===== src/rtl/mqe_pkg.sv =====
// Shared types, constants and helpers of the quadrature encoder bank.
package mqe_pkg;

    // Field widths
    localparam int KIND_W  = 3;
    localparam int PIN_W   = 4;
    localparam int INDEX_W = 4;
    localparam int COUNT_W = 16;
    localparam int TH_W    = 8;
    localparam int STEP_W  = 2;

    // Default bank size
    localparam int NUM_ENCODERS_DEF = 4;

    // Transaction kinds
    localparam logic [KIND_W-1:0] KIND_QUAD_SAMPLE  = 3'd0;
    localparam logic [KIND_W-1:0] KIND_CLICK_SAMPLE = 3'd1;
    localparam logic [KIND_W-1:0] KIND_DELTA_READ   = 3'd2;
    localparam logic [KIND_W-1:0] KIND_CLICK_READ   = 3'd3;
    localparam logic [KIND_W-1:0] KIND_QUAD_PRIME   = 3'd4;

    // Gray states and reset values
    localparam logic [1:0] QUAD_00 = 2'b00;
    localparam logic [1:0] QUAD_01 = 2'b01;
    localparam logic [1:0] QUAD_11 = 2'b11;
    localparam logic [1:0] QUAD_10 = 2'b10;
    localparam logic [1:0] QUAD_RESET = QUAD_11;
    localparam logic [TH_W-1:0] THRESHOLD_RESET = 8'd4;

    // Step codes
    localparam logic signed [STEP_W-1:0] STEP_NONE   = 2'sb00;
    localparam logic signed [STEP_W-1:0] STEP_FWD    = 2'sb01;
    localparam logic signed [STEP_W-1:0] STEP_REV    = 2'sb11;
    localparam logic signed [STEP_W-1:0] STEP_UNUSED = 2'sb10;

    // Per-lane command, already qualified by the accepted transaction
    typedef struct packed {
        logic quad_load;
        logic count_en;
        logic click_load;
        logic delta_read;
    } lane_cmd_t;

    // Per-lane report toward the merge stage
    typedef struct packed {
        logic fire;
        logic neg;
        logic edge_flag;
    } lane_stat_t;

    // Forward Gray successor: 00->01->11->10->00
    function automatic logic [1:0] gray_next(input logic [1:0] q);
        logic [1:0] r;
        begin
            case (q)
                QUAD_00: r = QUAD_01;
                QUAD_01: r = QUAD_11;
                QUAD_11: r = QUAD_10;
                QUAD_10: r = QUAD_00;
                default: r = QUAD_00;
            endcase
            return r;
        end
    endfunction

endpackage


===== src/rtl/mqe_lane.sv =====
// One encoder lane: Gray decode, saturating count, click edge and detent check.
module mqe_lane
(
    input  logic                          clk,
    input  logic                          rst_n,
    input  mqe_pkg::lane_cmd_t            cmd,
    input  logic                          pin_a,
    input  logic                          pin_b,
    input  logic                          click_level,
    input  logic                          sel,
    input  logic [mqe_pkg::TH_W-1:0]      threshold,
    output mqe_pkg::lane_stat_t           stat
);

    localparam int MAG_W = mqe_pkg::COUNT_W + 1;
    localparam logic signed [mqe_pkg::COUNT_W-1:0] COUNT_MAX =
        {1'b0, {(mqe_pkg::COUNT_W-1){1'b1}}};
    localparam logic signed [mqe_pkg::COUNT_W-1:0] COUNT_MIN =
        {1'b1, {(mqe_pkg::COUNT_W-1){1'b0}}};

    logic [1:0]                          prev_quad_reg, prev_quad_next;
    logic signed [mqe_pkg::COUNT_W-1:0]  count_reg, count_next;
    logic                                click_before_reg, click_before_next;
    logic                                click_edge_reg, click_edge_next;

    logic [1:0]       quad_now;
    logic             dir_up, dir_dn, pressed, fire;
    logic [MAG_W-1:0] mag;

    // Decode direction against the stored state
    assign quad_now = {pin_a, pin_b};
    assign dir_up   = (mqe_pkg::gray_next(prev_quad_reg) == quad_now);
    assign dir_dn   = (mqe_pkg::gray_next(quad_now) == prev_quad_reg);
    assign pressed  = ~click_level;

    // Count magnitude against the detent threshold
    assign mag  = count_reg[mqe_pkg::COUNT_W-1]
                ? (MAG_W'(~count_reg) + MAG_W'(1))
                : MAG_W'(count_reg);
    assign fire = sel & (mag >= MAG_W'(threshold));

    assign stat.fire      = fire;
    assign stat.neg       = count_reg[mqe_pkg::COUNT_W-1];
    assign stat.edge_flag = sel & click_edge_reg;

    // Next state of the lane
    always_comb
    begin
        prev_quad_next    = prev_quad_reg;
        count_next        = count_reg;
        click_before_next = click_before_reg;
        click_edge_next   = click_edge_reg;
        if (cmd.quad_load)
        begin
            prev_quad_next = quad_now;
        end
        if (cmd.count_en)
        begin
            if (dir_up && (count_reg != COUNT_MAX))
            begin
                count_next = count_reg + 16'sd1;
            end
            else if (dir_dn && (count_reg != COUNT_MIN))
            begin
                count_next = count_reg - 16'sd1;
            end
        end
        if (cmd.click_load)
        begin
            click_edge_next   = pressed & ~click_before_reg;
            click_before_next = pressed;
        end
        if (cmd.delta_read && fire)
        begin
            count_next = '0;
        end
    end

    // Hold lane state
    always_ff @(posedge clk or negedge rst_n)
    begin
        if (!rst_n)
        begin
            prev_quad_reg    <= mqe_pkg::QUAD_RESET;
            count_reg        <= '0;
            click_before_reg <= 1'b0;
            click_edge_reg   <= 1'b0;
        end
        else
        begin
            prev_quad_reg    <= prev_quad_next;
            count_reg        <= count_next;
            click_before_reg <= click_before_next;
            click_edge_reg   <= click_edge_next;
        end
    end

endmodule


===== src/rtl/mqe_merge.sv =====
// Merge stage: combine lane reports into one result and hold it in the output register.
module mqe_merge
#(
    parameter int NUM_ENCODERS = mqe_pkg::NUM_ENCODERS_DEF
)
(
    input  logic                              clk,
    input  logic                              rst_n,
    input  mqe_pkg::lane_stat_t               stats [NUM_ENCODERS],
    input  logic                              load,
    input  logic                              is_delta,
    input  logic                              is_click,
    input  logic                              out_ready,
    output logic                              out_valid,
    output logic signed [mqe_pkg::STEP_W-1:0] step,
    output logic                              click_event
);

    logic                              out_valid_reg, out_valid_next;
    logic signed [mqe_pkg::STEP_W-1:0] step_reg, step_next;
    logic                              click_reg, click_next;
    logic                              any_fire, any_neg, any_edge;

    // Reduce the lane reports; at most one lane is selected
    always_comb
    begin
        any_fire = 1'b0;
        any_neg  = 1'b0;
        any_edge = 1'b0;
        for (int i = 0; i < NUM_ENCODERS; i++)
        begin
            any_fire = any_fire | stats[i].fire;
            any_neg  = any_neg  | (stats[i].fire & stats[i].neg);
            any_edge = any_edge | stats[i].edge_flag;
        end
    end

    // Form the result of the accepted transaction
    always_comb
    begin
        step_next  = mqe_pkg::STEP_NONE;
        click_next = is_click & any_edge;
        if (is_delta && any_fire)
        begin
            step_next = any_neg ? mqe_pkg::STEP_REV : mqe_pkg::STEP_FWD;
        end
        out_valid_next = load | (out_valid_reg & ~out_ready);
    end

    // Hold the output handshake
    always_ff @(posedge clk or negedge rst_n)
    begin
        if (!rst_n)
        begin
            out_valid_reg <= 1'b0;
        end
        else
        begin
            out_valid_reg <= out_valid_next;
        end
    end

    // Load payload on acceptance
    always_ff @(posedge clk)
    begin
        if (load)
        begin
            step_reg  <= step_next;
            click_reg <= click_next;
        end
    end

    assign out_valid   = out_valid_reg;
    assign step        = step_reg;
    assign click_event = click_reg;

endmodule


===== src/rtl/multi_quadrature_encoder_core.sv =====
// Top level of the quadrature encoder bank: lanes, merge stage and threshold register.
//
//  Channel  Direction  Handshake            Payload
//  in       sink       in_valid/in_ready    kind, pins_a, pins_b, click_levels, index
//  out      source     out_valid/out_ready  step, click_event
//  cfg      sink       cfg_valid/cfg_ready  cfg_data (detent threshold)
//
// One transaction per cycle while in_ready is high; its result appears the cycle after.
// Encoder lanes update in the accept cycle; the output register sets the latency.
// A stalled output holds its result; in_ready stays high while out is empty or taken.
// Reset (rst_n low) sets every lane to state 11, count 0, clicks clear, threshold 4.
// cfg_ready is always high.
module multi_quadrature_encoder_core
#(
    parameter int NUM_ENCODERS = mqe_pkg::NUM_ENCODERS_DEF
)
(
    input  logic                               clk,
    input  logic                               rst_n,
    input  logic                               in_valid,
    output logic                               in_ready,
    input  logic [mqe_pkg::KIND_W-1:0]         kind,
    input  logic [mqe_pkg::PIN_W-1:0]          pins_a,
    input  logic [mqe_pkg::PIN_W-1:0]          pins_b,
    input  logic [mqe_pkg::PIN_W-1:0]          click_levels,
    input  logic [mqe_pkg::INDEX_W-1:0]        index,
    output logic                               out_valid,
    input  logic                               out_ready,
    output logic signed [mqe_pkg::STEP_W-1:0]  step,
    output logic                               click_event,
    input  logic                               cfg_valid,
    output logic                               cfg_ready,
    input  logic [mqe_pkg::TH_W-1:0]           cfg_data
);

    logic [mqe_pkg::TH_W-1:0] threshold_reg, threshold_next;
    logic [mqe_pkg::TH_W-1:0] threshold_eff;
    logic                     accept, is_quad, is_prime, is_click_smp, is_delta, is_click;
    mqe_pkg::lane_cmd_t       cmd;
    mqe_pkg::lane_stat_t      stats [NUM_ENCODERS];

    // Handshakes
    assign in_ready  = ~out_valid | out_ready;
    assign accept    = in_valid & in_ready;
    assign cfg_ready = 1'b1;

    // Threshold register; zero acts as one
    assign threshold_next = (cfg_valid && cfg_ready) ? cfg_data : threshold_reg;
    assign threshold_eff  = (threshold_reg == '0) ? mqe_pkg::TH_W'(1) : threshold_reg;

    always_ff @(posedge clk or negedge rst_n)
    begin
        if (!rst_n)
        begin
            threshold_reg <= mqe_pkg::THRESHOLD_RESET;
        end
        else
        begin
            threshold_reg <= threshold_next;
        end
    end

    // Decode the transaction kind
    assign is_quad      = (kind == mqe_pkg::KIND_QUAD_SAMPLE);
    assign is_prime     = (kind == mqe_pkg::KIND_QUAD_PRIME);
    assign is_click_smp = (kind == mqe_pkg::KIND_CLICK_SAMPLE);
    assign is_delta     = (kind == mqe_pkg::KIND_DELTA_READ);
    assign is_click     = (kind == mqe_pkg::KIND_CLICK_READ);

    assign cmd.quad_load  = accept & (is_quad | is_prime);
    assign cmd.count_en   = accept & is_quad;
    assign cmd.click_load = accept & is_click_smp;
    assign cmd.delta_read = accept & is_delta;

    // Encoder lanes
    for (genvar i = 0; i < NUM_ENCODERS; i++)
    begin : g_lane
        logic lane_a, lane_b, lane_click, lane_sel;

        if (i < mqe_pkg::PIN_W)
        begin : g_pins
            assign lane_a     = pins_a[i];
            assign lane_b     = pins_b[i];
            assign lane_click = click_levels[i];
        end
        else
        begin : g_nopins
            assign lane_a     = 1'b0;
            assign lane_b     = 1'b0;
            assign lane_click = 1'b0;
        end

        assign lane_sel = (index == mqe_pkg::INDEX_W'(i));

        mqe_lane u_lane
        (
            .clk         (clk),
            .rst_n       (rst_n),
            .cmd         (cmd),
            .pin_a       (lane_a),
            .pin_b       (lane_b),
            .click_level (lane_click),
            .sel         (lane_sel),
            .threshold   (threshold_eff),
            .stat        (stats[i])
        );
    end

    // Merge and output register
    mqe_merge #(
        .NUM_ENCODERS (NUM_ENCODERS)
    ) u_merge
    (
        .clk         (clk),
        .rst_n       (rst_n),
        .stats       (stats),
        .load        (accept),
        .is_delta    (is_delta),
        .is_click    (is_click),
        .out_ready   (out_ready),
        .out_valid   (out_valid),
        .step        (step),
        .click_event (click_event)
    );

endmodule


===== config.mk =====
export PLATFORM = sky130hd
export DESIGN_NAME = multi_quadrature_encoder_core
export DESIGN_NICKNAME = d
export VERILOG_FILES = /design/src/rtl/mqe_pkg.sv /design/src/rtl/mqe_lane.sv /design/src/rtl/mqe_merge.sv /design/src/rtl/multi_quadrature_encoder_core.sv
export SDC_FILE = /design/constraint.sdc
export NUM_CORES = 1
export LEC_CHECK = 0
export BUFFER_PORTS_ARGS = -buffer_cell sky130_fd_sc_hd__buf_2
export CAP_MARGIN = 20
export CORE_UTILIZATION = 25
export CTS_BUF_LIST = sky130_fd_sc_hd__clkbuf_8 sky130_fd_sc_hd__clkbuf_16
export DETAILED_ROUTE_END_ITERATION = 16
export MAX_ROUTING_LAYER = met4
export PLACE_DENSITY = 0.51
export SLEW_MARGIN = 15
export SYNTH_ARGS = -nofsm -noshare
export SYNTH_HDL_FRONTEND = slang
export SYNTH_SLANG_ARGS = --single-unit

===== constraint.sdc =====
create_clock -name clk -period 6.02 [get_ports clk]
set_input_delay 1.204 -clock clk [delete_from_list [all_inputs] [get_ports clk]]
set_output_delay 1.204 -clock clk [all_outputs]
set_load 0.01 [all_outputs]

Yosys cells after proc, flatten, opt, wreduce, memory -nomap -nowiden:

Cells that the tools add are included.

* add/sub/neg operators: 12
* magnitude comparators: 4
* eq/ne operators: 47
* mux-type cells: 30
* bitwise gates (word level): 49
* reduce and logical (&&, ||, !) cells: 36

Operators with widths (number)
* $mux W16: 16
* $ne A16 B16 Y1 const B: 8
* $add A17 B2 Y17 const B: 4
* $ge A17 B8 Y1: 4
* $mux W17: 4
* $not A16 Y17: 4
* $add A16 B2 Y16 const B: 4
* $pmux W2 S4: 8
* $sub A16 B2 Y16 const B: 4
* $eq A2 B2 Y1 const B: 16
* $and A1 B1 Y1: 23
* $eq A2 B1 Y1 const B: 8
* $eq A2 B2 Y1: 8
* $logic_not A2 Y1: 8
* $logic_and A1 B1 Y1: 13
* $or A1 B1 Y1: 12
* $reduce_bool A3 Y1: 4
* $not A1 Y1: 10
* $eq A4 B2 Y1 const B: 2
* $logic_not A8 Y1: 1
* $mux W8: 1
* $reduce_and A2 Y1: 4
* $reduce_bool A2 Y1: 4
* $eq A3 B2 Y1 const B: 2
* 6 further kinds: 6

* bits in registers: 92
* input port bits: 32
* output and inout port bits: 6
* word-level logic and storage cells: 198

Logic depth before layout (Yosys ltp):

* word-level depth: 10
* gate-level depth with buffers: 16
* mapped depth without buffers: 14

Modules after synthesis:

A second synthesis with hierarchy kept.

* cell total of the unflattened synthesis: 1121
* area total of the unflattened synthesis: 9360.2 µm²

Modules (own cells, without submodules)
* mqe_lane at g_lane[0].u_lane ...: times used 2, cells an instance 270, area each 2187.1 µm², sequential area each 503.0 µm²
* mqe_lane at g_lane[1].u_lane: times used 1, cells an instance 272, area each 2209.6 µm², sequential area each 503.0 µm²
* mqe_lane at g_lane[3].u_lane: times used 1, cells an instance 253, area each 2119.5 µm², sequential area each 503.0 µm²
* multi_quadrature_encoder_core: times used 1, cells an instance 45, area each 485.5 µm², sequential area each 201.4 µm²
* mqe_merge: times used 1, cells an instance 11, area each 171.4 µm², sequential area each 115.1 µm²

Worst setup path before layout:

Ideal clock, no wire load.

* kind: input -> register
* start point: in pins_a[3] in the netlist's numbering
* end point: reg g_lane[3].u_lane.count_reg[14] in the netlist's numbering
* setup time: 0.082 ns
* data arrival time: 4.144 ns
* data required time: 5.938 ns
* path slack: 1.794 ns
* cell stages on the path: 12
* buffers on the path: 0
* path through: xor2_1 > nor3_1 > inv_1 > ha_1 > nor2b_1 > o21a_1 > o21ai_0 > a21boi_0 > nand4_1 > a31oi_1 > or4b_2 > a31oi_1

* word-level cells in the longest chain between the ends: 6
* elaborated cells between the ends (all ways): 14
* classes of those cells: 5 x eq/ne; 4 x mux; 5 x reduce/logical

Ends and longest elaborated chain
* start, declared: line multi_quadrature_encoder_core.sv:23 `input logic [mqe_pkg::PIN_W-1:0] pins_a,`
* $eq A2 B2 Y1, or another cell as far along: line mqe_pkg.sv:55 `case (q)`
* $pmux W2 S4: line mqe_pkg.sv:55
* $eq A2 B2 Y1: line mqe_lane.sv:33 `assign dir_dn = (mqe_pkg::gray_next(quad_now) == prev_quad_reg);`
* $logic_and A1 B1 Y1: line mqe_lane.sv:63 `else if (dir_dn && (count_reg != COUNT_MIN))`
* $reduce_bool A3 Y1 (no line)
* $reduce_and A2 Y1 (no line)
* end signal, assigned: line mqe_lane.sv:92 `count_reg <= count_next;`
* end, declared: line mqe_lane.sv:22 `logic signed [mqe_pkg::COUNT_W-1:0] count_reg, count_next;`

Several ways; a longest one is shown, not always the timed one. The select of a mux whose other input is x is not followed.
A chain may end at the register's enable or synchronous reset.

Worst setup path after layout:

Same ends and word-level chain as after synthesis.

==> impl_metrics.py <==
metrics = {
    "detailed_routing": {
        "vias": 7240,
        "post_drt_wl_per_cell_um": 15.4,
        "drt_iter0_markers": 369,
        "first_pass_iters": 4,
        "routed_wl_um": 22100,
        "vias_per_cell": 5.03,
        "ant_nets": 0,
        "drc": 0,
    },
    "clock_network": {
        "cts_setup_buffers": 0,
        "clk_pin_slew_ns": 0.07,
        "cts-root-buf": "clkbuf_16",
        "hold_buffers": 0,
        "cts_sinks": 92,
        "clk_path_buf_depth": 2,
        "ctsHtreeMaxLevel": 3,
        "cts-resized-gates": 0,
        "clk_latency_ns": 0.36,
        "cts_buffers": 9,
        "tritoncts": "built",
    },
    "worst_setup_path": {
        "cp_num_buf_inv": 2,
        "start_kind": "input pin",
        "path_max_fanout": 14,
        "cp_common_cell": "a31oi_1",
        "r2r_slack_ns": 1.64,
        "slowest_stage": "or4b_2",
        "cp.arrival_ns": 4.81,
        "cpLargestDelayFamily": "simple AND/OR/NAND/NOR gates",
        "r2r-start": "g_lane[3].u_lane.count_reg[15]",
        "r2r_cells": 14,
        "path_cells": "buf_2 -> xor2_1 -> nor3_1 -> inv_1 -> ha_1 -> nor2b_1 -> o21a_1 -> o21ai_0 -> a21boi_0 -> nand4_1 -> a31oi_1 -> or4b_2 -> a31oi_1",
        "worst_setup_path_end_kind": "flop",
        "r2r-end": "g_lane[3].u_lane.count_reg[14]",
        "critPathKind": "input pin to flop",
        "critPathMaxStageDelay_ns": 0.64,
        "critPathRequiredTime_ns": 6.30,
    },
    "die": {
        "core_area_sq_um": 33600,
        "die_width_um": 187,
        "num_rows": 67,
        "io_pins": 38,
        "die_area_sq_um": 35000,
        "die_height_um": 187,
        "initial_core_util_pct": 25.4,
    },
    "global_route": {
        "grt_pass1_vias": 7195,
        "grt_antenna_before_repair": 0,
        "busiest_layer": "met2",
        "grt_util_met3_pct": 1.67,
        "grt_pass1_wl_um": 36900,
        "grt_max_degree": 58,
        "gr-usage-met2_pct": 22.3,
        "track_usage_pct": 13.2,
        "gr-usage-met1_pct": 16.7,
        "grt-ovfl-total": 0,
    },
    "final_layout": {
        "postLayoutCoreUtil_pct": 28.2,
        "drive_gt1_share_pct": 12.3,
        "largest_reg_flops": 64,
        "syn2layout_area_growth_pct": 10.7,
        "nets": 1113,
        "diodes": 0,
    },
    "sta": {
        "min_period_over_period_pct": 75.3,
        "slew_viol_final": 0,
        "rsz0062_at_grt": "no",
        "finClkSkew_ns": 0.00891,
        "setup_tns_ns": 0,
        "slew_headroom_pct": 33.3,
        "final.min_clock_period_ns": 4.53,
        "finalHoldViolCount": 0,
        "tightestPinTransition_ns": 0.999,
        "setup_violations": 0,
        "clock.fmax_mhz": 221,
    },
    "placed_design": {
        "dp_hpwl_um": 16500,
        "port-buffer-count": 36,
        "place_congestion": 0.823,
    },
    "pwr": {
        "powerDensity_nw_per_um2": 592,
        "cellLeakagePower_nw": 3.98,
        "ir_worst_vdd_uv": 190,
    },
    "logic_synthesis": {
        "netlist_area_sq_um": 8550,
        "yosys.area.top_type": "dfrtp_1",
        "ys_seq_elements": 92,
        "synth_most_common_cell": "ha_1",
        "syn-num-nets": 1098,
        "synth.distinct_cells": 82,
        "synth_commonest_cells": "ha_1 (92), dfrtp_1 (80), xnor2_1 (68), nand2_1 (67), a21oi_1 (57)",
        "synth_edf_count": 3,
        "yosys.area.top_type_share_pct": 23.4,
        "synth-async-reset-ratio_pct": 96.7,
        "avgSynthCellArea_sq_um": 8.82,
        "synth.yosys.seq_area_share_pct": 27.2,
        "synth_top_cells_by_area": "dfrtp_1 (23%), ha_1 (13%), xnor2_1 (7.0%)",
        "synthCells": 970,
        "synth_top_flop_cell": "dfrtp_1",
        "yosysWarnings": 0,
    },
    "worst_hold_path": {
        "min_to": "g_lane[1].u_lane.click_edge_reg",
        "hold_start": "g_lane[1].u_lane.click_before_reg",
        "hold_depth": 1,
        "hold_class": "flop to flop",
    },
    "job": {
        "maxCapViolations": 0,
    },
    "outcome": {
        "status": "finished clean",
    },
}
[routing by layer]
metal  vias to the layer above  routed length [um]
li1                       3673                   -
met1                      3485               10700
met2                        70               10800
met3                        12                 429
met4                         0                 218
met5                         -                   0
[power by group]
part           internal [mW]  total [mW]  switching, mW  leakage [nW]
logic                   1.78        3.68           1.90          2.71
clock network          0.307       0.578          0.271         0.140
registers              0.851        1.35          0.498          1.14
[how the worst max path moves through the flow]
stage / depth (start not counted) / startpoint / end
after detailed placement: 13 / pins_a[3] / g_lane[3].u_lane.count_reg[14]
final: 13 / pins_a[3] / g_lane[3].u_lane.count_reg[14]
after global placement: 13 / pins_a[3] / g_lane[3].u_lane.count_reg[14]
after global routing: 13 / pins_a[3] / g_lane[3].u_lane.count_reg[14]
after CTS: 13 / pins_a[3] / g_lane[3].u_lane.count_reg[14]
after floorplan: 12 / pins_a[3] / g_lane[3].u_lane.count_reg[14]
[cells in the final DEF, fill, tap and decap left out, types with 18 or more instances in the layout]
master / instances
nand2_1: 67
o21ai_0: 48
dfrtp_1: 80
nand2b_1: 19
buf_2: 35
a21oi_1: 57
nor3_1: 28
nand3_1: 21
nor2_1: 42
nand4_1: 18
a22o_1: 37
a21o_1: 25
nor4_1: 20
nor2b_1: 21
xnor2_1: 68
inv_1: 49
ha_1: 92
[stage by stage]
| step | instance area [sq um] | hold slack [ns] | power (mW) | worst slack [ns] | instances |
|---|---|---|---|---|---|
| after floorplan | 8550 | 0.434 | 4.27 | 1.79 | 970 |
| after global placement | 9170 | 0.441 | 4.96 | 1.21 | 1422 |
| after detailed placement | 9170 | 0.449 | 5.00 | 1.11 | 1422 |
| after CTS | 9460 | 0.460 | 5.63 | 1.49 | 1438 |
| after global routing | 9460 | 0.475 | 6.18 | 1.21 | 1438 |
| final | 9460 | 0.457 | 5.61 | 1.49 | 1438 |
[cell families after synthesis]
| group | share of synthesized area [%] |
|---|---|
| simple gates | 19.2 |
| compound gates | 23.2 |
| fa+ha+maj | 14.7 |
| flops | 27.2 |
| buf+inv | 4.14 |
| xor+xnor | 8.19 |
| mux | 3.28 |
| other cells | 0.0438 |
[cell type report]
class | instances | area [sq um]
Clock buffer | 10 | 250
Clock inverter | 6 | 42.5
Fill cell | 3563 | 24200
Inverter | 50 | 188
Multi-Input combinational cell | 791 | 5870
Sequential cell | 92 | 2330
Tap cell | 448 | 561
Timing Repair Buffer | 41 | 220
(Power assumes the default switching activity.)
